$ cat src/hw/rtl/rrr_div.sv
`default_nettype none
// Pipelined restoring divider, one quotient bit per stage.
// The upper DW bits of the dividend must be below the divisor.
module rrr_div #(
  parameter int DW = 16,
  parameter int QW = 24
) (
  input  wire logic             clk,
  input  wire logic             en,
  input  wire logic [DW+QW-1:0] dividend,
  input  wire logic [DW-1:0]    divisor,
  output logic      [QW-1:0]    quotient
);

  logic [DW-1:0] rem_r   [QW];
  logic [QW-1:0] low_r   [QW];
  logic [DW-1:0] dv_r    [QW];

  logic [DW-1:0] rem_in  [QW];
  logic [QW-1:0] low_in  [QW];
  logic [DW-1:0] dv_in   [QW];
  logic [DW-1:0] rem_nxt [QW];
  logic [QW-1:0] low_nxt [QW];

  always_comb begin
    rem_in[0] = dividend[DW+QW-1:QW];
    low_in[0] = dividend[QW-1:0];
    dv_in[0]  = divisor;
    for (int s = 1; s < QW; s++) begin
      rem_in[s] = rem_r[s-1];
      low_in[s] = low_r[s-1];
      dv_in[s]  = dv_r[s-1];
    end
  end

  always_comb begin
    logic [DW:0] r2;
    logic [DW:0] diff;
    for (int s = 0; s < QW; s++) begin
      r2   = {rem_in[s], low_in[s][QW-1]};
      diff = r2 - {1'b0, dv_in[s]};
      if (r2 >= {1'b0, dv_in[s]}) begin
        rem_nxt[s] = diff[DW-1:0];
        low_nxt[s] = {low_in[s][QW-2:0], 1'b1};
      end else begin
        rem_nxt[s] = r2[DW-1:0];
        low_nxt[s] = {low_in[s][QW-2:0], 1'b0};
      end
    end
  end

  always_ff @(posedge clk) begin
    if (en) begin
      for (int s = 0; s < QW; s++) begin
        rem_r[s] <= rem_nxt[s];
        low_r[s] <= low_nxt[s];
        dv_r[s]  <= dv_in[s];
      end
    end
  end

  assign quotient = low_r[QW-1];

endmodule
`default_nettype wire

$ cat config.mk
export PLATFORM = sky130hd
export DESIGN_NAME = rrr_div
export DESIGN_NICKNAME = d
export VERILOG_FILES = /design/src/hw/rtl/rrr_div.sv
export SDC_FILE = /design/constraint.sdc
export NUM_CORES = 2
export LEC_CHECK = 0
export BUFFER_PORTS_ARGS = -buffer_cell sky130_fd_sc_hd__buf_4
export CAP_MARGIN = 20
export CELL_PAD_IN_SITES_DETAIL_PLACEMENT = 1
export CELL_PAD_IN_SITES_GLOBAL_PLACEMENT = 2
export CORE_MARGIN = 1
export CORE_UTILIZATION = 46
export DETAILED_ROUTE_END_ITERATION = 12
export PLACE_DENSITY = 0.9
export SETUP_SLACK_MARGIN = 0.15
export SLEW_MARGIN = 30
export SYNTH_ARGS = -nofsm -noshare
export SYNTH_HDL_FRONTEND = slang
export SYNTH_SLANG_ARGS = --single-unit
$ cat constraint.sdc
create_clock -name clk -period 3.4 [get_ports clk]
set_clock_uncertainty 0.05 [all_clocks]
set_input_delay 0.17 -clock clk [delete_from_list [all_inputs] [get_ports clk]]
set_output_delay 0.17 -clock clk [all_outputs]
set_load 0.01 [all_outputs]
## Yosys cells after proc, flatten, opt, wreduce, memory -nomap -nowiden

Memory sizes are Yosys's and may differ from the RTL's.
Index checks and enable logic that the tools add are counted.
Widths: inputs -> output; s select.

| word-level totals | value |
|---|---|
| bits in registers | 0 |
| memory bits (writable) | 1344 |
| bits of input ports | 58 |
| output and inout port bits | 24 |
| logic and storage cells | 101 |
| memories | 3 |

| operators by class | value |
|---|---|
| add/subtract/negate cells | 24 |
| magnitude comparators | 24 |
| multiplexer cells | 50 |

Memory list:

| memory | words | width | read ports | clocked after memory_dff | write ports | line | RTL |
|---|---|---|---|---|---|---|---|
| low_r | 24 | 24 | 24 | 0 | 24 | 16 | `logic [QW-1:0] low_r [QW];` |
| dv_r | 24 | 16 | 23 | 0 | 24 | 17 | `logic [DW-1:0] dv_r [QW];` |
| rem_r | 24 | 16 | 23 | 0 | 24 | 15 | `logic [DW-1:0] rem_r [QW];` |

Operators by type and width:

| operator | count |
|---|---|
| $ge 17x16->1 | 24 |
| $mux 16 | 24 |
| $sub 16x16->16 | 24 |
| $mux 1 | 26 |

## Logic depth before layout (Yosys ltp)

| logic depth | value |
|---|---|
| word-level depth | 2 |
| depth in mapped cells | 13 |
| gate-level depth less buffers | 11 |

## Least setup slack after synthesis

Ideal clock, no wire load.

| path | value |
|---|---|
| path kind | register -> register |
| from | mem dv_r[21][1], in the netlist dv_r[2][81] |
| to | mem rem_r[22][8], in the netlist rem_r[2][104] (data pin) |
| setup time | 260 ps |
| arrival | 2724 ps |
| data required time | 3090 ps |
| setup slack | 366 ps |
| stages on the path, launching flop included | 13 |
| buffers on the path | 2 |
| period minus slack after synthesis | 3034 ps |
| cells stage by stage | edfxtp_1 > inv_1 > ha_1 > nor2b_4 > o31a_2 > o21ai_2 > o31ai_2 > a21o_1 > a211o_1 > a211o_1 > buf_6 > buf_12 > mux2_4 |

RTL lines:

| element | line |
|---|---|
| start: declaration | 17 |
| end: declaration | 15 |

==> impl_results.md <==
- Slew @ Worst Pin: slightly above 900 ps
- Ys async rst share: 0
- I/O Buffers: 81
- Nets@finish: around 5,500
- Pre-CTS WS: -17.9 ps
- F_max: 0.317 GHz
- Clock sinks: 1,312
- Most frequent cells in the layout: edfxtp_1 (1,312), inv_1 (490), ha_1 (384)
- Initial Util: 0.464
- Tot Pwr: 66.0 mW
- Hold Violations, Final: 0
- Minimum clock period: between 3000 and 4000 ps
- Distinct cell type count after synthesis: 79
- Antenna violations before repair: 2
- Clk buf depth: 3
- Top FF cell, synth: edfxtp_1
- Status: finished, final reports clean
- Final Instance Area: about 71,000 um2
- Post-DP HPWL: around 97,000 um
- DR DRC count: 0
- Crit end category: flop
- Top cell type by total area after synthesis: edfxtp_1
- Crit path launch type: primary input
- Synthesis-to-layout area growth: 15.3%
- Die Y-Extent: around 370 um
- Final Max Slew Viols: 0
- CTS buffer count: 147
- Largest net degree at the start of global routing: 110
- Seq/Total Area, Yosys: 0.636
- Die ar.: ~140,000 um2
- Critical path arrival: 3740 ps
- Vias: 37,600
- Post-synth EDFFs: ~1,300
- Gate Count Post-Synth: between 4,000 and 5,000
- Top-area cell type share of the netlist area: 0.636
- Via density per instance: approximately 5.5
- Final Cycle Share: 0.929
- Worst path required time: between 3000 and 4000 ps
- Post-route ant nets: 0
- Vias in the first global route: approximately 40,000
- Max VDD drop: ~0.00046 V
- Placer Congestion: 0.868
- Critical path peak fanout: 5
- CTS tree: yes
- Syn Std Cell Area: 61,900 um2
- Pre-antenna DRT Iters: 5
- Min-delay worst type: in2reg
- I/O pin total: 82
- Setup repair after global routing missed its margin: no
- Total track usage: 0.202
- FILL cells: roughly 13,000
- Ranking of synthesized cells by area: edfxtp_1 (64%), ha_1 (7.8%), inv_1 (3.0%)
- Placed Area: about 66,000 um2
- Iteration-0 DRC Markers: 2,362
- # rows: 134
- Synthesized net count: ~5,100
- Synthesized flop and latch total: between 1,000 and 1,500
- Worst reg-to-reg setup slack: between 200 and 300 ps
- Leakage: between 20 and 30 nW
- First-pass GRT wire length: between 200,000 and 250,000 um
- Mean Syn Cell Area: ~13 um2
- Final setup vio count: 0
- Chip width: approximately 370 um
- Wire per inst: between 15 and 20 um
- Slew headroom: 0.376
- Setup_tns: 0 ps
- Clk_lat worst skew: 780 ps
- Clock root buffer: clkbuf_16
- Clock transition at path regs: roughly 60 ps
- Max-cap viol count: 0
- Commonest non-fill, non-tap cell in the layout: edfxtp_1
- Routed WL: roughly 140,000 um
- Cells after DPL: between 6,000 and 7,000
- Global route overflow: 0
- Final non-filler cell total: around 6,900
- CORE AREA: 133,000 um2
- Layout cells sized above 1: 0.134
- Setup Crit Path Kind: in2reg
- ANT cells: 0
- Pwr Density: 924 nW/um2
- Yosys Warn Count: 0
- Setup ws final: roughly 240 ps
- CTS H-tree depth: 4
==> logic make-up after synthesis <==
family,share of synthesized area
AO/OA/AOI/OAI,0.0992
AND/OR/NAND/NOR,0.0731
buffers and inverters,0.0346
flip-flops,0.636
multiplexers,0.0364
adder cells (fa/ha/maj),0.0850
XOR/XNOR,0.0354
==> worst max-delay path, cell delays in order <==
cell           delay, ps
dlygate4sd3_1        540
buf_4                120
inv_1                 50
ha_1                 340
a21o_1               220
a21oi_1              270
nor2b_1               80
a31oi_1              420
a311oi_2             200
nor2b_1              310
o21ai_0              130
a211oi_1             300
dlygate4sd3_1        590
==> layout make-up <==
type | count | area, um2 | area share
flip-flops and latches | 1312 | 39400 | 0.552
multi-input cells | 2768 | 20700 | 0.290
clock buffers | 177 | 3900 | 0.0546
repair buffers | 266 | 2530 | 0.0354
well taps | 1768 | 2210 | 0.0310
inverters | 490 | 1840 | 0.0258
clock inverters | 91 | 848 | 0.0119
==> sequential cells by signal, summed over array words and instances, names as in the netlist <==
register and count:
dv_r 368, rem_r 368, low_r 576
==> timing repair <==
action                                  CTS  global route
endpoints found under the hold margin   121             0
buffers inserted                          0            13
pin swaps                                 0             8
endpoints found under the setup margin   60           153
gates cloned                              0             1
hold buffers                             67             0
gates resized for setup                   8            37
==> where the power goes <==
part / switching, mW / internal [mW]
clock: 6.48 / 9.13
sequential: 2.09 / 22.7
combinational: 14.1 / 11.5
==> synth_stat cells (24+ instances only) <==
master,n
o21bai_1,26
mux2i_1,35
edfxtp_1,1312
nand4_1,55
a21oi_1,276
mux2_2,159
clkbuf_1,44
o21a_1,66
inv_1,490
nand3_1,61
o21ai_0,248
nor2b_1,65
xnor2_1,169
nand2b_1,39
or2_2,24
nor3_1,85
a31oi_1,34
nand2_1,275
o31ai_1,43
a21o_1,60
xor2_1,81
nor2_1,226
ha_1,384
==> metal layers <==
layer | global-route usage | vias up | wire, um
li1 | - | 18000 | -
met1 | 0.269 | 18800 | 62200
met2 | 0.340 | 633 | 66400
met3 | 0.0301 | 216 | 4870
met4 | 0.0630 | 2 | 3280
met5 | 0 | - | 13
==> stage by stage <==
step	hold slack, ps	utilization
2_1_floorplan	219	-
3_3_place_gp	298	0.492
3_5_place_dp	299	0.492
4_1_cts	1.92	0.533
5_1_grt	38.5	0.535
6_report	73.2	0.535
==> worst paths after layout <==
path / startpoint / to / depth (start not counted)
setup / recovery: divisor[6] / rem_r[0][15]$_DFFE_PP_ / 13
hold / removal: dividend[21] / low_r[0][22]$_DFFE_PP_ / 2
setup reg to reg: dv_r[2][81]$_DFFE_PP_ / rem_r[2][104]$_DFFE_PP_ / 11
hold reg to reg: low_r[1][116]$_DFFE_PP_ / low_r[1][141]$_DFFE_PP_ / 0
(Power assumes the default switching activity.)
