==> config.mk <==
export PLATFORM = sky130hd
export DESIGN_NAME = rrr_sqrt
export DESIGN_NICKNAME = d
export VERILOG_FILES = /design/src/hw/rtl/rrr_sqrt.sv
export SDC_FILE = /design/constraint.sdc
export NUM_CORES = 2
export LEC_CHECK = 0
export BUFFER_PORTS_ARGS = -buffer_cell sky130_fd_sc_hd__clkbuf_2
export CAP_MARGIN = 20
export CORE_MARGIN = 1.5
export CORE_UTILIZATION = 27
export DETAILED_ROUTE_END_ITERATION = 8
export GPL_ROUTABILITY_DRIVEN = 0
export HOLD_SLACK_MARGIN = 0.03
export SLEW_MARGIN = 20
export SYNTH_ARGS = -nofsm -noshare
export SYNTH_HDL_FRONTEND = slang
export SYNTH_SLANG_ARGS = --single-unit
==> constraint.sdc <==
create_clock -name clk -period 3.05 [get_ports clk]
set_input_delay 0.305 -clock clk [delete_from_list [all_inputs] [get_ports clk]]
set_output_delay 0.305 -clock clk [all_outputs]
set_load 0.1 [all_outputs]
==> src/hw/rtl/rrr_sqrt.sv <==
`default_nettype none
// Pipelined integer square root, one result bit per stage, floor(sqrt(radicand)).
module rrr_sqrt #(
  parameter int IN_W = 50
) (
  input  wire logic              clk,
  input  wire logic              en,
  input  wire logic [IN_W-1:0]   radicand,
  output logic      [IN_W/2-1:0] root
);

  localparam int OUT_W = IN_W / 2;
  localparam int RW    = OUT_W + 2;

  logic [RW-1:0]    rem_r   [OUT_W];
  logic [OUT_W-1:0] root_r  [OUT_W];
  logic [IN_W-1:0]  rad_r   [OUT_W];

  logic [RW-1:0]    rem_in   [OUT_W];
  logic [OUT_W-1:0] root_in  [OUT_W];
  logic [IN_W-1:0]  rad_in   [OUT_W];
  logic [RW-1:0]    rem_nxt  [OUT_W];
  logic [OUT_W-1:0] root_nxt [OUT_W];
  logic [IN_W-1:0]  rad_nxt  [OUT_W];

  always_comb begin
    rem_in[0]  = '0;
    root_in[0] = '0;
    rad_in[0]  = radicand;
    for (int s = 1; s < OUT_W; s++) begin
      rem_in[s]  = rem_r[s-1];
      root_in[s] = root_r[s-1];
      rad_in[s]  = rad_r[s-1];
    end
  end

  always_comb begin
    logic [RW-1:0] r2;
    logic [RW-1:0] trial;
    for (int s = 0; s < OUT_W; s++) begin
      r2    = {rem_in[s][OUT_W-1:0], rad_in[s][IN_W-1:IN_W-2]};
      trial = {root_in[s], 2'b01};
      if (r2 >= trial) begin
        rem_nxt[s]  = r2 - trial;
        root_nxt[s] = {root_in[s][OUT_W-2:0], 1'b1};
      end else begin
        rem_nxt[s]  = r2;
        root_nxt[s] = {root_in[s][OUT_W-2:0], 1'b0};
      end
      rad_nxt[s] = {rad_in[s][IN_W-3:0], 2'b00};
    end
  end

  always_ff @(posedge clk) begin
    if (en) begin
      for (int s = 0; s < OUT_W; s++) begin
        rem_r[s]  <= rem_nxt[s];
        root_r[s] <= root_nxt[s];
        rad_r[s]  <= rad_nxt[s];
      end
    end
  end

  assign root = root_r[OUT_W-1];

endmodule
`default_nettype wire

== After elaboration in Yosys (flattened, before gate mapping) ==
Memory sizes are Yosys's and may differ from the RTL's.
Cells that the tools add are included.

* Register bits after elaboration: 0
* Memory bits (writable): 2500
* Bits of input ports: 52
* Output and inout port bits: 25
* Logic and storage cells: 105
* Memories kept: 3

* Add/sub/neg operators: 25
* Magnitude comparators: 25
* Muxes and demuxes: 52

{| class="wikitable"
|+ Memories
! memory !! depth !! bits a word !! rd ports !! clocked after Yosys merged registers in !! wr ports !! line !! RTL
|-
| rad_r || 25 || 48 || 24 || 0 || 25 || 17 || <nowiki>logic [IN_W-1:0] rad_r [OUT_W];</nowiki>
|-
| rem_r || 25 || 27 || 24 || 0 || 25 || 15 || <nowiki>logic [RW-1:0] rem_r [OUT_W];</nowiki>
|-
| root_r || 25 || 25 || 25 || 0 || 25 || 16 || <nowiki>logic [OUT_W-1:0] root_r [OUT_W];</nowiki>
|}

{| class="wikitable"
|+ Operator list
! kind !! number
|-
| 27-bit two-way mux || 25
|-
| 27-bit greater-or-equal comparator || 24
|-
| 27-bit subtractor || 24
|-
| 1-bit two-way mux || 27
|-
| 2-bit by 1-bit subtractor with 3-bit output (second input constant) || 1
|-
| 2-bit by 1-bit greater-or-equal comparator with 1-bit output (second input constant) || 1
|}

== Depth between registers and ports, before layout ==
An unclocked memory read counts as a cell.

* Depth in word-level cells: 3
* Gate-level depth with buffers: 14
* Mapped depth without buffers: 12

== Worst setup path after synthesis ==
OpenSTA, ideal clock, no wires.

* Path kind: reg2reg
* Start: mem rem_r[2][149] (netlist name)
* End: mem rem_r[2][179] (netlist name) (data pin)
* Library setup time: 0.260 ns
* Arrival time: 2.850 ns
* Required time: 2.790 ns
* Path slack: -0.060 ns
* Stages on the path, launching flop included: 9
* Clock period less this slack: 3.110 ns
* Path through: edfxtp_1 > ha_1 > clkbuf_1 > nand4_1 > o41ai_1 > nor4_1 > nor3_2 > buf_2 > mux2_2

{| class="wikitable"
|+ RTL lines
! item !! line
|-
| start, declared || 15
|}

==> results.py <==
metrics = {
    "layout": {
        "nFillCells": 24200,
        "fin_cells": 9271,
        "final_nets": 6194,
        "areaGrowthSynthToFinish_pct": 22.4,
        "drive_gt1_share_pct": 17.3,
        "utilization_pct": 33.3,
        "fin_area_sq_um": 84100,
    },
    "sta": {
        "setup_viol_count_final": 28,
        "tns_ns": -2.05,
        "rsz0062_at_grt": "yes",
        "worst_slew_pin_slew_ns": 0.883,
        "slew_headroom_pct": 40.6,
        "setup_slack_ns": -0.130,
        "hold_viol": 0,
        "drv_slew": 0,
        "period_minus_slack_ns": 3.18,
        "max_freq_mhz": 314,
        "fin_skew_ns": 0.0660,
        "period_share_pct": 104,
    },
    "routing": {
        "routed_via_density": 4.45,
        "wl_per_cell_um": 13.7,
        "dr.pass1.iters": 5,
        "vias": 41300,
        "finalWirelength_um": 127000,
        "drc_errors": 0,
        "drtIter0Drc": 2532,
        "drtAntennaViolNets": 0,
    },
    "worst_setup_path": {
        "crit_type": "flop to flop",
        "max_stage_delay_ns": 0.44,
        "crit_slowest_cell": "or3b_4",
        "cp-start-kind": "flop",
        "required_ns": 3.59,
        "end_kind": "flop",
        "arrival_ns": 3.72,
        "crit_path_cell_trace": "ha_2, or3_4, o221a_4, a31oi_4, o21ai_2, a221oi_2, o21ai_1, or3b_4, clkbuf_16, mux2_4",
        "worstPathMaxFanout": 6,
        "rr_startpoint": "rem_r[2][2]",
        "cp-startpoint": "rem_r[2][2]",
    },
    "synthesis": {
        "synth-seq-cells": 1492,
        "synth_mux_area_share_pct": 1.01,
        "synth.top_cell.area_share_pct": 65.2,
        "synth_area_sq_um": 68700,
        "ys_types": 97,
        "synth_common_cells": "edfxtp_1, inv_1, nand2_1",
        "yosys_warnings": 0,
        "synth_adder_area_share_pct": 6.39,
        "ys_top_cells_by_area": "edfxtp_1, ha_1, xnor2_1, xor2_1, inv_1",
        "synth-simple-area-share_pct": 9.46,
        "synth_area_per_cell_sq_um": 13.2,
        "synth_ff_type": "edfxtp_1",
        "synth-compound-area-share_pct": 9.28,
        "async_flop_share_pct": 0,
        "ys_seq_area_share_pct": 65.2,
        "synth-edff-count": 1492,
        "synth_xor_area_share_pct": 5.56,
        "synth_top_family_by_area": "simple AND/OR/NAND/NOR gates",
        "synth.most_common_cell": "edfxtp_1",
        "synth_cells": 5193,
        "synthesis.nets": 5596,
        "synth_top_cell_by_area": "edfxtp_1",
    },
    "cts": {
        "cts_tree": "done",
        "cts_root_buffer": "clkbuf_16",
        "cts_buffer_depth": 3,
        "numCtsBuffers": 164,
        "cts.sinks": 1492,
        "cts.reportedPaths.clkPinSlew_ns": 0.06,
        "clk_latency_ns": 0.85,
        "h-tree-depth": 4,
    },
    "global_route": {
        "grt_usage_pct": 9.44,
        "grt.busiest_layer": "met2",
        "met2_usage_pct": 16.5,
        "grtUsageMet3_pct": 2.10,
        "grt_overflow_total": 0,
        "grt_pass1_vias": 41100,
        "grt_first_pass_wirelength_um": 202000,
        "grt_max_degree": 154,
        "grt_antenna_before_repair": 1,
        "use_met1_pct": 11.0,
    },
    "die": {
        "rows": 184,
        "fp.dieW_um": 507,
        "die_h_um": 507,
        "io_pins": 77,
        "core_area_sq_um": 252000,
        "die_area_sq_um": 257000,
        "start_util_pct": 27.2,
    },
    "power_and_ir_drop": {
        "p_total_uw": 59700,
        "powerDensity_nw_per_um2": 710,
        "leakagePower_uw": 0.0318,
        "ir_worst_vdd_v": 0.000553,
    },
    "min_path": {
        "hold_class": "primary input to flop",
        "worstHoldStart": "radicand[37]",
    },
    "placed_design": {
        "port_buffers": 76,
        "post-dp-hpwl_um": 87200,
        "place_area_sq_um": 75600,
        "dpl.cell_count": 8831,
    },
    "run_status": {
        "status": "complete, but fails checks",
        "violations": "setup timing",
    },
    "run": {
        "cap_violations": 0,
    },
}
-- worst paths after layout --
path                  end  slack [ns]  cells after the start
min          rad_r[0][37]        0.17                      2
max reg2reg  rem_r[2][36]       -0.13                     10
max          rem_r[2][36]       -0.13                     10
min reg2reg  rad_r[1][22]        0.38                      0
-- per-layer routing --
layer / vias up / routed length, um / part of all wire [%]
li1: 20400 / - / -
met5: - / 0 / 0
met1: 19700 / 54200 / 43
met3: 341 / 5200 / 4.1
met4: 0 / 5030 / 3.9
met2: 803 / 63000 / 49
-- timing repair --
item	in CTS	in global routing
buffers inserted	17	64
hold buffers	52	0
resized for setup	91	265
endpoints found under the setup margin	135	302
hold endpoints to repair	81	0
pin swaps	18	91
gates cloned	4	7
-- registers in the layout (all words and copies together) (netlist names) --
signal and cells:
rad_r 600, rem_r 567, root_r 325
-- cell families (layout without fill, tap and decap cells) --
kind of cell / count (synthesis) / after routing
buffers and inverters: 543 / 1272
muxes: 62 / 62
and+or+nand+nor: 1291 / 1291
adders and majority gates: 351 / 351
other: 1 / 2
DFF: 1492 / 1492
xor gates and xnor gates: 436 / 436
AOI/OAI and AO/OA: 1017 / 1017
-- layout by cell type, fill, tap and decap left out, drive strengths merged, types with 35 or more instances in the layout --
| master | synthesis | routed |
|---|---|---|
| o21bai | 35 | 35 |
| ha | 351 | 351 |
| edfxtp | 1492 | 1492 |
| mux2 | 56 | 56 |
| xor2 | 214 | 214 |
| nand4 | 49 | 49 |
| o21ai | 282 | 282 |
| o31ai | 47 | 47 |
| nor4 | 73 | 73 |
| and3 | 36 | 36 |
| dlygate4sd3 | 0 | 52 |
| or3 | 62 | 62 |
| nor2 | 268 | 268 |
| nand2b | 70 | 70 |
| clkbuf | 55 | 283 |
| buf | 31 | 384 |
| o21a | 69 | 69 |
| nor3 | 122 | 122 |
| nand2 | 368 | 368 |
| clkinv | 0 | 78 |
| a21oi | 283 | 283 |
| nand3 | 62 | 62 |
| inv | 457 | 460 |
| nor2b | 50 | 50 |
| xnor2 | 222 | 222 |
| a21o | 108 | 108 |
-- power by group --
| part | total, uW | leakage, uW | internal (uW) | switching, uW |
|---|---|---|---|---|
| logic | 13100 | 0.0149 | 6300 | 6770 |
| registers | 27200 | 0.0143 | 25800 | 1410 |
| clock network | 19400 | 0.00260 | 11100 | 8270 |
-- worst max-delay path: cells and delay by family (launching register included) --
family | cells | cell delay, ns
AOI/OAI and AO/OA | 5 | 1.03
and+or+nand+nor | 2 | 0.80
DFF | 1 | 0.39
muxes | 1 | 0.29
adders and majority gates | 1 | 0.22
buffers and inverters | 1 | 0.19
-- through the flow --
stage / setup slack, ns / hold WS, ns
4_1_cts: -0.120 / 0.0701
2_1_floorplan: 0.000261 / 0.400
5_1_grt: -0.197 / 0.0967
3_3_place_gp: -0.129 / 0.400
6_report: -0.130 / 0.168
3_5_place_dp: -0.213 / 0.405
-- area by class of cell --
cell class              instances  area [sq um]  area share [%]
clock buffers                 201          4240            5.05
diodes                          1          2.50         0.00298
clock inverters                96          1150            1.36
inverters                     457          1720            2.04
repair buffers                518          4520            5.37
well taps                    3348          4190            4.98
flip-flops and latches       1492         44800            53.3
multi-input cells            3158         23400            27.9
No activity file was read; power rests on OpenSTA's default activity.
